## config.mk

```make
export PLATFORM = sky130hd
export DESIGN_NAME = tdl_ram
export DESIGN_NICKNAME = d
export VERILOG_FILES = /design/src/design/ternary_dense_layer_macros.svh /design/src/design/tdl_ram.sv
export SDC_FILE = /design/constraint.sdc
export NUM_CORES = 1
export LEC_CHECK = 0
export ABC_AREA = 1
export BUFFER_PORTS_ARGS = -buffer_cell sky130_fd_sc_hd__buf_4
export CAP_MARGIN = 25
export CORE_MARGIN = 10
export CORE_UTILIZATION = 40
export DETAILED_ROUTE_END_ITERATION = 6
export PLACE_DENSITY_LB_ADDON = 0.15
export SYNTH_ARGS = -nofsm -noshare
export SYNTH_HDL_FRONTEND = slang
export SYNTH_SLANG_ARGS = --single-unit
```

## constraint.sdc

```tcl
create_clock -name clk -period 2.4 [get_ports clk]
set_input_delay 0.24 -clock clk [delete_from_list [all_inputs] [get_ports clk]]
set_output_delay 0.24 -clock clk [all_outputs]
set_load 0.005 [all_outputs]
```

## src/design/ternary_dense_layer_macros.svh

```systemverilog
// Assertion macros for the ternary dense layer.
// Included by the top level; expects clk and rst_n in scope.
`ifndef TERNARY_DENSE_LAYER_MACROS_SVH
`define TERNARY_DENSE_LAYER_MACROS_SVH

`ifndef NO_ASSERTIONS

// cons must hold in the same cycle as ante
`define TDL_ASSERT_IMPLIES(label, ante, cons) \
    label: assert property (@(posedge clk) disable iff (!rst_n) (ante) |-> (cons)) \
        else $error("tdl assertion failed");

// cons must hold in the cycle after ante
`define TDL_ASSERT_NEXT(label, ante, cons) \
    label: assert property (@(posedge clk) disable iff (!rst_n) (ante) |=> (cons)) \
        else $error("tdl assertion failed");

`else

`define TDL_ASSERT_IMPLIES(label, ante, cons)
`define TDL_ASSERT_NEXT(label, ante, cons)

`endif

`endif

```

## src/design/tdl_ram.sv

```systemverilog
// Generic single-write, single-read RAM with registered read data.
// No dependencies.
`timescale 1ns / 1ps

module tdl_ram #(
    parameter int WIDTH = 8,
    parameter int DEPTH = 64,
    localparam int AW = (DEPTH > 1) ? $clog2(DEPTH) : 1
) (
    input  logic             clk,
    input  logic             wr_en,
    input  logic [AW-1:0]    wr_addr,
    input  logic [WIDTH-1:0] wr_data,
    input  logic             rd_en,
    input  logic [AW-1:0]    rd_addr,
    output logic [WIDTH-1:0] rd_data
);

    logic [WIDTH-1:0] mem [DEPTH];

    always_ff @(posedge clk)
    begin
        if (wr_en)
        begin
            mem[wr_addr] <= wr_data;
        end
        if (rd_en)
        begin
            rd_data <= mem[rd_addr];
        end
    end

endmodule

```

Word-level counts from Yosys, hierarchy flattened --
Memory sizes are Yosys's and may differ from the RTL's. A register that Yosys moved wholly into a read port is not among the register bits. Cells that the tools add are included.
Operators by class: multiplexer cells 2
Operators by type and width (count):
- 1-bit two-way mux | 2
Word-level totals: output and inout port bits 8, input bits 23, word-level logic and storage cells 3, memories 1, RAM bits 512, register bits after elaboration 0
Memory list:
- mem | depth 64, width 8, read ports 1, clocked after Yosys merged registers in 1, wr ports 1, RTL line tdl_ram.sv:19 | logic [WIDTH-1:0] mem [DEPTH];

Longest topological paths before layout --
depth in word-level cells 2, depth in mapped cells 12, gate-level depth less buffers 9

Worst setup path before layout --
No wires, ideal clock.
kind input -> register, start point input wr_en, end point memory mem[48][0] (enable), arrival 1.611 ns, library setup time 0.395 ns, stages on the path 3, required time 2.005 ns, buffers on the path 1, setup slack 0.394 ns, cells stage by stage clkbuf_1 nand4_1 nor4_1
On the way: longest elaborated chain between the ends 2
RTL lines:
- start, declared | RTL line tdl_ram.sv:11 | input logic wr_en,
- 1-bit two-way mux | RTL line tdl_ram.sv:23 | if (wr_en)
- 1-bit two-way mux (not written as such) | RTL line tdl_ram.sv:25 | mem[wr_addr] <= wr_data;
- end, declared | RTL line tdl_ram.sv:19
Every way passes these cells.

==> results by group <==
Logic synthesis
  • Cell taking the most area after synthesis: edfxtp_1
  • Count leader, synth: nand2_1
  • Synthesized instance count: around 1800
  • Synth top area cells: edfxtp_1 (73%), nand2_1 (11%), nand3_1 (10%)
  • Net Count, Synth: 1828
  • Yosys synthesis warning count: 0
  • Yosys top cell area share: 0.7290
  • Mapped cell area: roughly 21000 µm²
  • Synth async-reset ratio: 0
  • Seq cells post-synth: between 500 and 600
  • EDFF count, synth: 520
  • Synth cell types: 15
  • Top FF cell, synth: edfxtp_1
  • Sequential share of the synthesized area: 0.7290
  • Syn Area/Cell: between 10 and 15 µm²
  • Most frequent cells after synthesis: nand2_1 (648), edfxtp_1 (520), nand3_1 (439), nor2_1 (56), buf_2 (37)

Run
  • Number of max-cap violations: 0

Clocking
  • CTS Buf Count: 54
  • Post-CTS Setup Bufs: 0
  • Clock Sinks: 520
  • Clock Path Buffers: 3
  • Post-CTS sizing: 0
  • Latest clock arrival within the worst-skew pair: approximately 0.61 ns
  • CTS Hold Bufs: 1
  • Clk pin slew, worst setup/hold paths: ~0.06 ns
  • CTS tree: built
  • # H-tree levels: 2
  • Clock root buffer: clkbuf_16

Routing
  • DRT Pass-1 Iters: 5
  • DR vias/cell: ~5.3
  • Routed WL per cell: about 22 µm
  • Vias: between 10000 and 15000
  • Starting DRT DRC Count: between 1000 and 1500
  • DRC: 0
  • Final wirelength: roughly 58000 µm
  • Antenna Violating Nets Remaining: 0

Place
  • Placed Cells: ~2500
  • DP Worst Slack: between 0.2 and 0.25 ns
  • PortBufs: 30
  • HPWL after detailed placement: 33470 µm
  • GPL Wtd Cong: between 0.8 and 0.9

Setup path
  • Required @ worst endpoint: approximately 2.8 ns
  • Crit Path Class: reg2reg
  • Critical Path Sink Type: flop
  • R2r setup slk: 0.78 ns
  • Worst r2r src: mem[51][7]
  • Startpoint Class: flop
  • Worst Setup SP: mem[51][7]
  • Crit Path Max Fanout: 1
  • WP data arrival: between 1.5 and 2 ns

Finish
  • Share of cells above drive strength 1: 0.1048
  • Final std cells w/o fill: roughly 2600
  • Multi-input gate area: roughly 4900 µm²
  • Nets: between 1500 and 2000
  • Area growth syn-to-layout: 13.30%
  • Fill cells: around 4800
  • FF+latch area: 15620 µm²
  • Ant diodes: 0

Global routing
  • Gr usage total: 0.1841
  • Number of global-route vias before repair: between 10000 and 15000
  • Antenna violations before repair: 2
  • Largest net degree at the start of global routing: ~120
  • First-pass GRT wire length: approximately 88000 µm
  • Congestion Overflow GR: 0

Floorplanning
  • CORE AREA: between 50000 and 60000 µm²
  • I/O Pins: 31
  • Rows: 84
  • Die height: 251.4 µm
  • Die area: 63200 µm²
  • Initial Utilization: 0.4060
  • Die X: 251.4 µm

STA
  • Final setup margin: between 0.7 and 0.8 ns
  • Final setup fails: 0
  • RSZ-0062 raised after global routing: no
  • Crit share post-route: 0.6735
  • Hold slack: roughly 0.12 ns
  • Slew @ Worst Pin: between 0.9 and 1 ns
  • Total negative slack: 0 ns
  • Fin. max-slew vios: 0
  • Min Clock Period, post-route: between 1.5 and 2 ns
  • Setup Skew: between 0.015 and 0.02 ns
  • Fmax: ~620 MHz
  • Final hold viol count: 0
  • Slew HR: 0.4000

Pwr
  • Leak: 0.008789 µW
  • Power Density: 782.0 nW/µm²
  • VDD IR-drop max: roughly 530 µV

Status
  • Status: finished, final reports clean

Hold path
  • Hold Crit Start: rd_addr[5]
  • Hold crit path type: in2reg
-- layer usage --
metal	part of all wire	vias up	track usage	wire, µm
met4	0.022	2	0.05298	1286
li1	-	6521	-	-
met3	0.069	84	0.03199	4012
met5	0.00022	-	0	13
met2	0.46	424	0.2876	26600
met1	0.45	6921	0.2597	26240
-- power breakdown --
| part | internal (µW) | total (µW) | leakage (µW) | switching (µW) |
|---|---|---|---|---|
| Clock | 4240 | 7630 | 0.000760 | 3390 |
| Combinational | 330 | 1240 | 0.00334 | 913 |
| Sequential | 10100 | 10100 | 0.00469 | 32.5 |
-- flip-flops by register name (all words and copies together) (netlist names) --
| name | flops |
|---|---|
| rd_data | 8 |
| mem | 512 |
-- kinds of logic after synthesis --
logic type / share of synthesized area
AND/OR/NAND/NOR: 0.2309
flip-flops: 0.7290
buffers and inverters: 0.04007
-- worst max-delay path, cell delays in order, from the launching register on --
cell and delay, ns:
edfxtp_1 0.37, nand2_1 0.07, nand3_1 0.09, nand3_1 0.12
nand2_1 0.15, nand2_1 0.10, nand3_1 0.22, nand3_1 0.19
nand2_1 0.06
-- worst paths after layout --
check,to,cells after the start
setup / recovery,rd_data[7],8
hold / removal,rd_data[7],3
setup reg to reg,rd_data[7],8
hold reg to reg,rd_data[0],8
-- layout by cell type, fill, tap and decap left out, drive strengths merged --
cell type,count
edfxtp,520
nand3,439
nand4,9
inv,14
nor2,56
clkinv,21
nand2,648
nor4,8
buf,136
bufinv,1
dlygate4sd3,1
clkbuf,75
-- area by class of cell --
cell class              instances  area share
inverters                      12    0.002269
well taps                     688     0.03547
multi-input cells            1160      0.2038
flip-flops and latches        520      0.6435
repair buffers                138     0.05027
clock buffers                  74     0.05878
clock inverters                24    0.005929
-- metrics by stage --
stage          area [µm²]  power, µW    util
6_report            24270      18980  0.4599
4_1_cts             24270      19160  0.4599
3_3_place_gp        22690      11550  0.4300
3_5_place_dp        22690      11550  0.4300
2_1_floorplan       21420      10990       -
5_1_grt             24270      19660  0.4599
No activity file was read; power rests on OpenSTA's default activity.
