### src/design/ternary_dense_layer_macros.svh
// Assertion macros for the ternary dense layer.
// Included by the top level; expects clk and rst_n in scope.
`ifndef TERNARY_DENSE_LAYER_MACROS_SVH
`define TERNARY_DENSE_LAYER_MACROS_SVH

`ifndef NO_ASSERTIONS

// cons must hold in the same cycle as ante
`define TDL_ASSERT_IMPLIES(label, ante, cons) \
    label: assert property (@(posedge clk) disable iff (!rst_n) (ante) |-> (cons)) \
        else $error("tdl assertion failed");

// cons must hold in the cycle after ante
`define TDL_ASSERT_NEXT(label, ante, cons) \
    label: assert property (@(posedge clk) disable iff (!rst_n) (ante) |=> (cons)) \
        else $error("tdl assertion failed");

`else

`define TDL_ASSERT_IMPLIES(label, ante, cons)
`define TDL_ASSERT_NEXT(label, ante, cons)

`endif

`endif

### src/design/tdl_pkg.sv
// Shared constants for the ternary dense layer.
// No dependencies; used by tdl_lane_sum and ternary_dense_layer.
`timescale 1ns / 1ps

package tdl_pkg;

    localparam int LANES       = 16;
    localparam int LANE_W      = 4;
    localparam int ACT_W       = 8;
    localparam int WORD_W      = 32;
    localparam int BIAS_W      = 32;
    localparam int LANE_SUM_W  = 13;   // 16 terms of +-128
    localparam int SUM_W       = 34;   // accumulator + lane sum + 32-bit bias
    localparam int INDEX_W     = 10;

    localparam int DEF_MAX_INPUTS  = 1024;
    localparam int DEF_MAX_OUTPUTS = 1024;

    localparam int OUT_MAX = 127;
    localparam int OUT_MIN = -128;

    // weight codes
    localparam logic [1:0] CODE_PLUS  = 2'b01;
    localparam logic [1:0] CODE_MINUS = 2'b11;

    // item kinds
    localparam logic FUNC_LOAD   = 1'b0;
    localparam logic FUNC_WEIGHT = 1'b1;

    // configuration registers
    localparam int CFG_INDEX_W = 2;
    localparam int CFG_DATA_W  = 11;
    localparam logic [CFG_INDEX_W-1:0] REG_RELU_ENABLE  = 2'd0;
    localparam logic [CFG_INDEX_W-1:0] REG_INPUT_COUNT  = 2'd1;
    localparam logic [CFG_INDEX_W-1:0] REG_OUTPUT_COUNT = 2'd2;

    localparam logic                  RST_RELU_ENABLE  = 1'b1;
    localparam logic [CFG_DATA_W-1:0] RST_INPUT_COUNT  = 11'd1024;
    localparam logic [CFG_DATA_W-1:0] RST_OUTPUT_COUNT = 11'd1024;

endpackage

### src/design/tdl_lane_sum.sv
// Sixteen-lane ternary multiply and adder tree for one weight word.
// Depends on tdl_pkg.
`timescale 1ns / 1ps

module tdl_lane_sum (
    input  logic [tdl_pkg::LANES-1:0][tdl_pkg::ACT_W-1:0] acts,
    input  logic [tdl_pkg::WORD_W-1:0]                    word,
    input  logic [tdl_pkg::LANES-1:0]                     mask,
    output logic signed [tdl_pkg::LANE_SUM_W-1:0]         sum
);

    localparam int TW = tdl_pkg::ACT_W + 1;

    logic signed [TW-1:0]   term [tdl_pkg::LANES];
    logic signed [TW:0]     lvl1 [8];
    logic signed [TW+1:0]   lvl2 [4];
    logic signed [TW+2:0]   lvl3 [2];

    always_comb
    begin
        logic [1:0]                       code;
        logic signed [tdl_pkg::ACT_W-1:0] a;
        for (int l = 0; l < tdl_pkg::LANES; l++)
        begin
            code = word[2*l +: 2];
            a    = $signed(acts[l]);
            if (!mask[l])
                term[l] = '0;
            else if (code == tdl_pkg::CODE_PLUS)
                term[l] = TW'(a);
            else if (code == tdl_pkg::CODE_MINUS)
                term[l] = -TW'(a);
            else
                term[l] = '0;
        end
    end

    always_comb
    begin
        for (int i = 0; i < 8; i++)
        begin
            lvl1[i] = (TW+1)'(term[2*i]) + (TW+1)'(term[2*i+1]);
        end
        for (int i = 0; i < 4; i++)
        begin
            lvl2[i] = (TW+2)'(lvl1[2*i]) + (TW+2)'(lvl1[2*i+1]);
        end
        for (int i = 0; i < 2; i++)
        begin
            lvl3[i] = (TW+3)'(lvl2[2*i]) + (TW+3)'(lvl2[2*i+1]);
        end
        sum = tdl_pkg::LANE_SUM_W'(lvl3[0]) + tdl_pkg::LANE_SUM_W'(lvl3[1]);
    end

endmodule

### config.mk
export PLATFORM = sky130hd
export DESIGN_NAME = tdl_lane_sum
export DESIGN_NICKNAME = d
export VERILOG_FILES = /design/src/design/ternary_dense_layer_macros.svh /design/src/design/tdl_pkg.sv /design/src/design/tdl_lane_sum.sv
export SDC_FILE = /design/constraint.sdc
export NUM_CORES = 1
export LEC_CHECK = 0
export BUFFER_PORTS_ARGS = -buffer_cell sky130_fd_sc_hd__buf_4
export CORE_MARGIN = 4
export CORE_UTILIZATION = 25
export DETAILED_ROUTE_END_ITERATION = 8
export PLACE_DENSITY = 0.43
export SETUP_SLACK_MARGIN = 0.4
export SLEW_MARGIN = 10
export SYNTH_ARGS = -nofsm -noshare
export SYNTH_HDL_FRONTEND = slang
export SYNTH_SLANG_ARGS = --single-unit
export TNS_END_PERCENT = 20
### constraint.sdc
create_clock -name vclk -period 6.51
set_input_delay 0.3255 -clock vclk [all_inputs]
set_output_delay 0.3255 -clock vclk [all_outputs]
set_load 0.02 [all_outputs]
Word-level counts from Yosys, hierarchy flattened
Index checks and enable logic that the tools add are counted.
{"block": "classes", "n_addsub": 31, "eq_ne": 32, "muxes": 48}
{"cell": "two-way mux 9 bit", "count": 48}
{"cell": "negation 8 -> 9 bit", "count": 16}
{"cell": "adder 9 x 9 -> 10 bit", "count": 8}
{"cell": "adder 10 x 10 -> 11 bit", "count": 4}
{"cell": "== test 2 x 1 -> 1 bit, second input constant", "count": 16}
{"cell": "== test 2 bit, second input constant", "count": 16}
{"cell": "adder 11 x 11 -> 12 bit", "count": 2}
{"cell": "adder 12 x 12 -> 13 bit", "count": 1}
{"block": "word_totals", "register_bits": 0, "input_bits": 176, "wordCells": 111}

Longest topological paths before layout
{"block": "depth", "ltp_word": 8, "mapped_depth": 25}

Least setup slack after synthesis
Ideal clock, no wire load.
{"block": "synth_timing", "kind": "input to output", "from": "input port acts[33] in the netlist's numbering", "to": "output port sum[12] in the netlist's numbering", "arrival_ns": 5.952, "t_required_ns": 6.184, "setup_slack_ns": 0.232, "cell_stages": 23, "path_buffers": 0, "cell_sequence": "inv_1 ha_1 or3b_2 nor4_1 nor2_1 mux2i_1 nor2_1 fa_1 fa_1 inv_1 fa_1 inv_1 fa_1 fa_1 inv_1 fa_1 inv_1 ha_1 a21oi_1 nand2_1 o31ai_1 a21oi_1 xnor2_1"}
{"block": "synth_between", "elab_chain_len": 8}
{"item": "start, declared", "line_no": "tdl_lane_sum.sv:6", "rtl": "input logic [tdl_pkg::LANES-1:0][tdl_pkg::ACT_W-1:0] acts,"}
{"item": "negation 8 -> 9 bit", "line_no": "tdl_lane_sum.sv:32", "rtl": "term[l] = -TW'(a);"}
{"item": "two-way mux 9 bit", "line_no": "tdl_lane_sum.sv:31", "rtl": "else if (code == tdl_pkg::CODE_MINUS)"}
{"item": "two-way mux 9 bit (*)", "line_no": "tdl_lane_sum.sv:29", "rtl": "else if (code == tdl_pkg::CODE_PLUS)"}
{"item": "two-way mux 9 bit (*)", "line_no": "tdl_lane_sum.sv:27", "rtl": "if (!mask[l])"}
{"item": "adder 9 x 9 -> 10 bit (*)", "line_no": "tdl_lane_sum.sv:42", "rtl": "lvl1[i] = (TW+1)'(term[2*i]) + (TW+1)'(term[2*i+1]);"}
{"item": "adder 10 x 10 -> 11 bit (*)", "line_no": "tdl_lane_sum.sv:46", "rtl": "lvl2[i] = (TW+2)'(lvl1[2*i]) + (TW+2)'(lvl1[2*i+1]);"}
{"item": "adder 11 x 11 -> 12 bit (*)", "line_no": "tdl_lane_sum.sv:50", "rtl": "lvl3[i] = (TW+3)'(lvl2[2*i]) + (TW+3)'(lvl2[2*i+1]);"}
{"item": "adder 12 x 12 -> 13 bit (*)", "line_no": "tdl_lane_sum.sv:52", "rtl": "sum = tdl_pkg::LANE_SUM_W'(lvl3[0]) + tdl_pkg::LANE_SUM_W'(lvl3[1]);"}
{"item": "end, declared", "line_no": "tdl_lane_sum.sv:9", "rtl": "output logic signed [tdl_pkg::LANE_SUM_W-1:0] sum"}
Every way passes the cells marked *; elsewhere a longest branch is shown, timed or not.

Worst setup path in the final report
{"block": "layout_timing", "from": "input port acts[88] in the netlist's numbering", "to": "output port sum[10] in the netlist's numbering"}
Same word-level chain as after synthesis.

==> results by group <==
Outcome
  – Outcome: completed

Drt
  – ANT nets after route: 0
  – WL per Instance: 14.22 um
  – Iter 0 DRT Violations: 211
  – Vias/cell: 4.218
  – Residual DRC: 0
  – 1st-pass router iterations: 4
  – Via count: 6277
  – Drt total wl: 21150 um

STA
  – Rel. slew slack: 71.43%
  – Final hold violation count: 0
  – Final min period: 6205 ps
  – Worst hold slack: 1155 ps
  – Setup TNS: 0 ps
  – Post-route setup slack: 305.2 ps
  – Period utilisation layout: 95.31%
  – Max Freq: 0.1612 GHz
  – Worst-Margin Slew: 424.6 ps
  – Max Transition Viols Final: 0
  – RSZ-0062 raised after global routing: yes
  – Final Setup Violations: 0

Floorplanning
  – Die area: 31000 um2
  – Die width: 176.1 um
  – Row cnt: 61
  – Chip height: 176.1 um
  – # IOs: 189
  – Starting Density: 25.35%
  – Core area: 27860 um2

Job
  – Max-capacitance violation count: 0

Worst hold path
  – Hold Crit Class: in -> out

Cells and area
  – Clock buffers: 0
  – Layout Nets: 1456
  – Area Overhead vs Synth: 35.24%
  – FF+latch area: 0 um2
  – Sequential cell count: 0
  – Layout cells sized above 1: 27.66%
  – # fillers: 3044
  – Commonest non-fill, non-tap cell in the layout: buf_4
  – Most frequent cells in the layout: buf_4 (222), inv_1 (167), fa_1 (127)
  – N_diodes: 0
  – Area of the multi-input gates: 6691 um2

Pwr
  – Power Total: 5.009 mW
  – Maximum VDD drop: 0.0004169 V
  – Power Dens Cells: 524.5 nW/um2
  – Leakage: 4.558 nW

Place
  – DP Worst Slack: -163.8 ps
  – Post-DP HPWL: 19780 um
  – Routability congestion estimate: 0.8016
  – IO buf count: 189

Critical path
  – Worst EP required: 6180 ps
  – CP max FO: 3
  – Setup crit end kind: output pin
  – CP Class: in -> out
  – Worst Path Arrival: 5880 ps
  – CP Launch Type: primary input

Logic synthesis
  – Syn avg cell area: 7.786 um2
  – Cell variety after synth: 36
  – Syn nets: 1251
  – Seq/Total Area, Yosys: 0%
  – Yosys warning count: 0
  – Synth Instances: 907
  – Syn Std Cell Area: 7062 um2

GRT
  – First-pass GRT wire length: 34220 um
  – Largest net degree at the start of global routing: 11
  – Initial antenna violation count: 0
  – Vias in the first global route: 6811
  – GR Overflow Total: 0
  – GRT Util Overall: 13.53%
-- routing by layer --
metal	vias to the layer above	part of all wire (%)	global-route usage [%]
li1	3233	-	-
met1	2928	48	19.05
met5	-	0	0
met4	0	0.14	0.1624
met2	114	49	24.35
met3	2	3.3	0.8565
-- synth_stat cells (5+ instances only) --
cell type  count  area share, %
a21oi_1       12           0.85
clkbuf_1      21            1.1
fa_1         134             38
ha_1          34            6.0
inv_1        182            9.7
mux2i_1       12            1.7
nand2_1      106            5.6
nand2b_1      20            1.8
nand3_1       54            3.8
nor2_1        85            4.5
nor2b_1       15            1.3
nor3_1         6           0.43
nor4_1         5           0.44
o21ai_0       39            2.8
o31ai_1       24            2.6
o41ai_1       10            1.2
or4_1          6           0.64
xnor2_1       70            8.7
xor2_1        40            5.0
-- per-stage QoR --
| stage | util, % | cells | area (um2) |
|---|---|---|---|
| after floorplan | - | 907 | 7084 |
| after global placement | 32.72 | 1482 | 9115 |
| after detailed placement | 32.72 | 1482 | 9115 |
| after CTS | 34.01 | 1486 | 9474 |
| after global routing | 34.28 | 1488 | 9550 |
| final | 34.28 | 1488 | 9550 |
-- power breakdown --
group / internal, mW / switching, mW
registers: 0 / 0
clock network: 0 / 0
logic: 2.44 / 2.57
-- worst max-delay path: stages --
cell and delay (ps):
buf_4 100, inv_1 50, ha_1 210, nand2b_4 150, xnor2_2 180, nand3_2 100
fa_1 570, inv_2 50, fa_2 560, fa_1 440, fa_1 500, inv_1 60
fa_1 540, inv_1 60, fa_1 490, ha_2 180, inv_1 50, fa_2 360
nand2b_4 170, a21oi_4 190, nor3_4 70, a21oi_2 140, xor2_1 160, buf_4 170
-- final timing paths --
check / cells after the start / to / slack [ps] / from
setup / recovery: 24 / sum[10] / 310 / acts[88]
hold / removal: 5 / sum[0] / 1150 / acts[0]
-- logic make-up after synthesis --
| logic type | synth area share (%) |
|---|---|
| simple gates | 20.59 |
| compound gates | 8.841 |
| mux | 2.020 |
| buf+inv | 10.90 |
| fa+ha+maj | 44.01 |
| xor+xnor | 13.64 |
-- what timing repair did --
action                                  CTS  global route
resized for setup                        74            13
pin swaps                                83            39
buffers inserted                          4             2
hold buffers                              0             0
endpoints found under the setup margin    8             8
-- final cells by class --
class                           instances  share of cell area, %
Timing Repair Buffer                  225                  17.80
Tap cell                              378                  4.952
Multi-Input combinational cell        703                  70.06
Inverter                              182                  7.179
(Power assumes the default switching activity.)
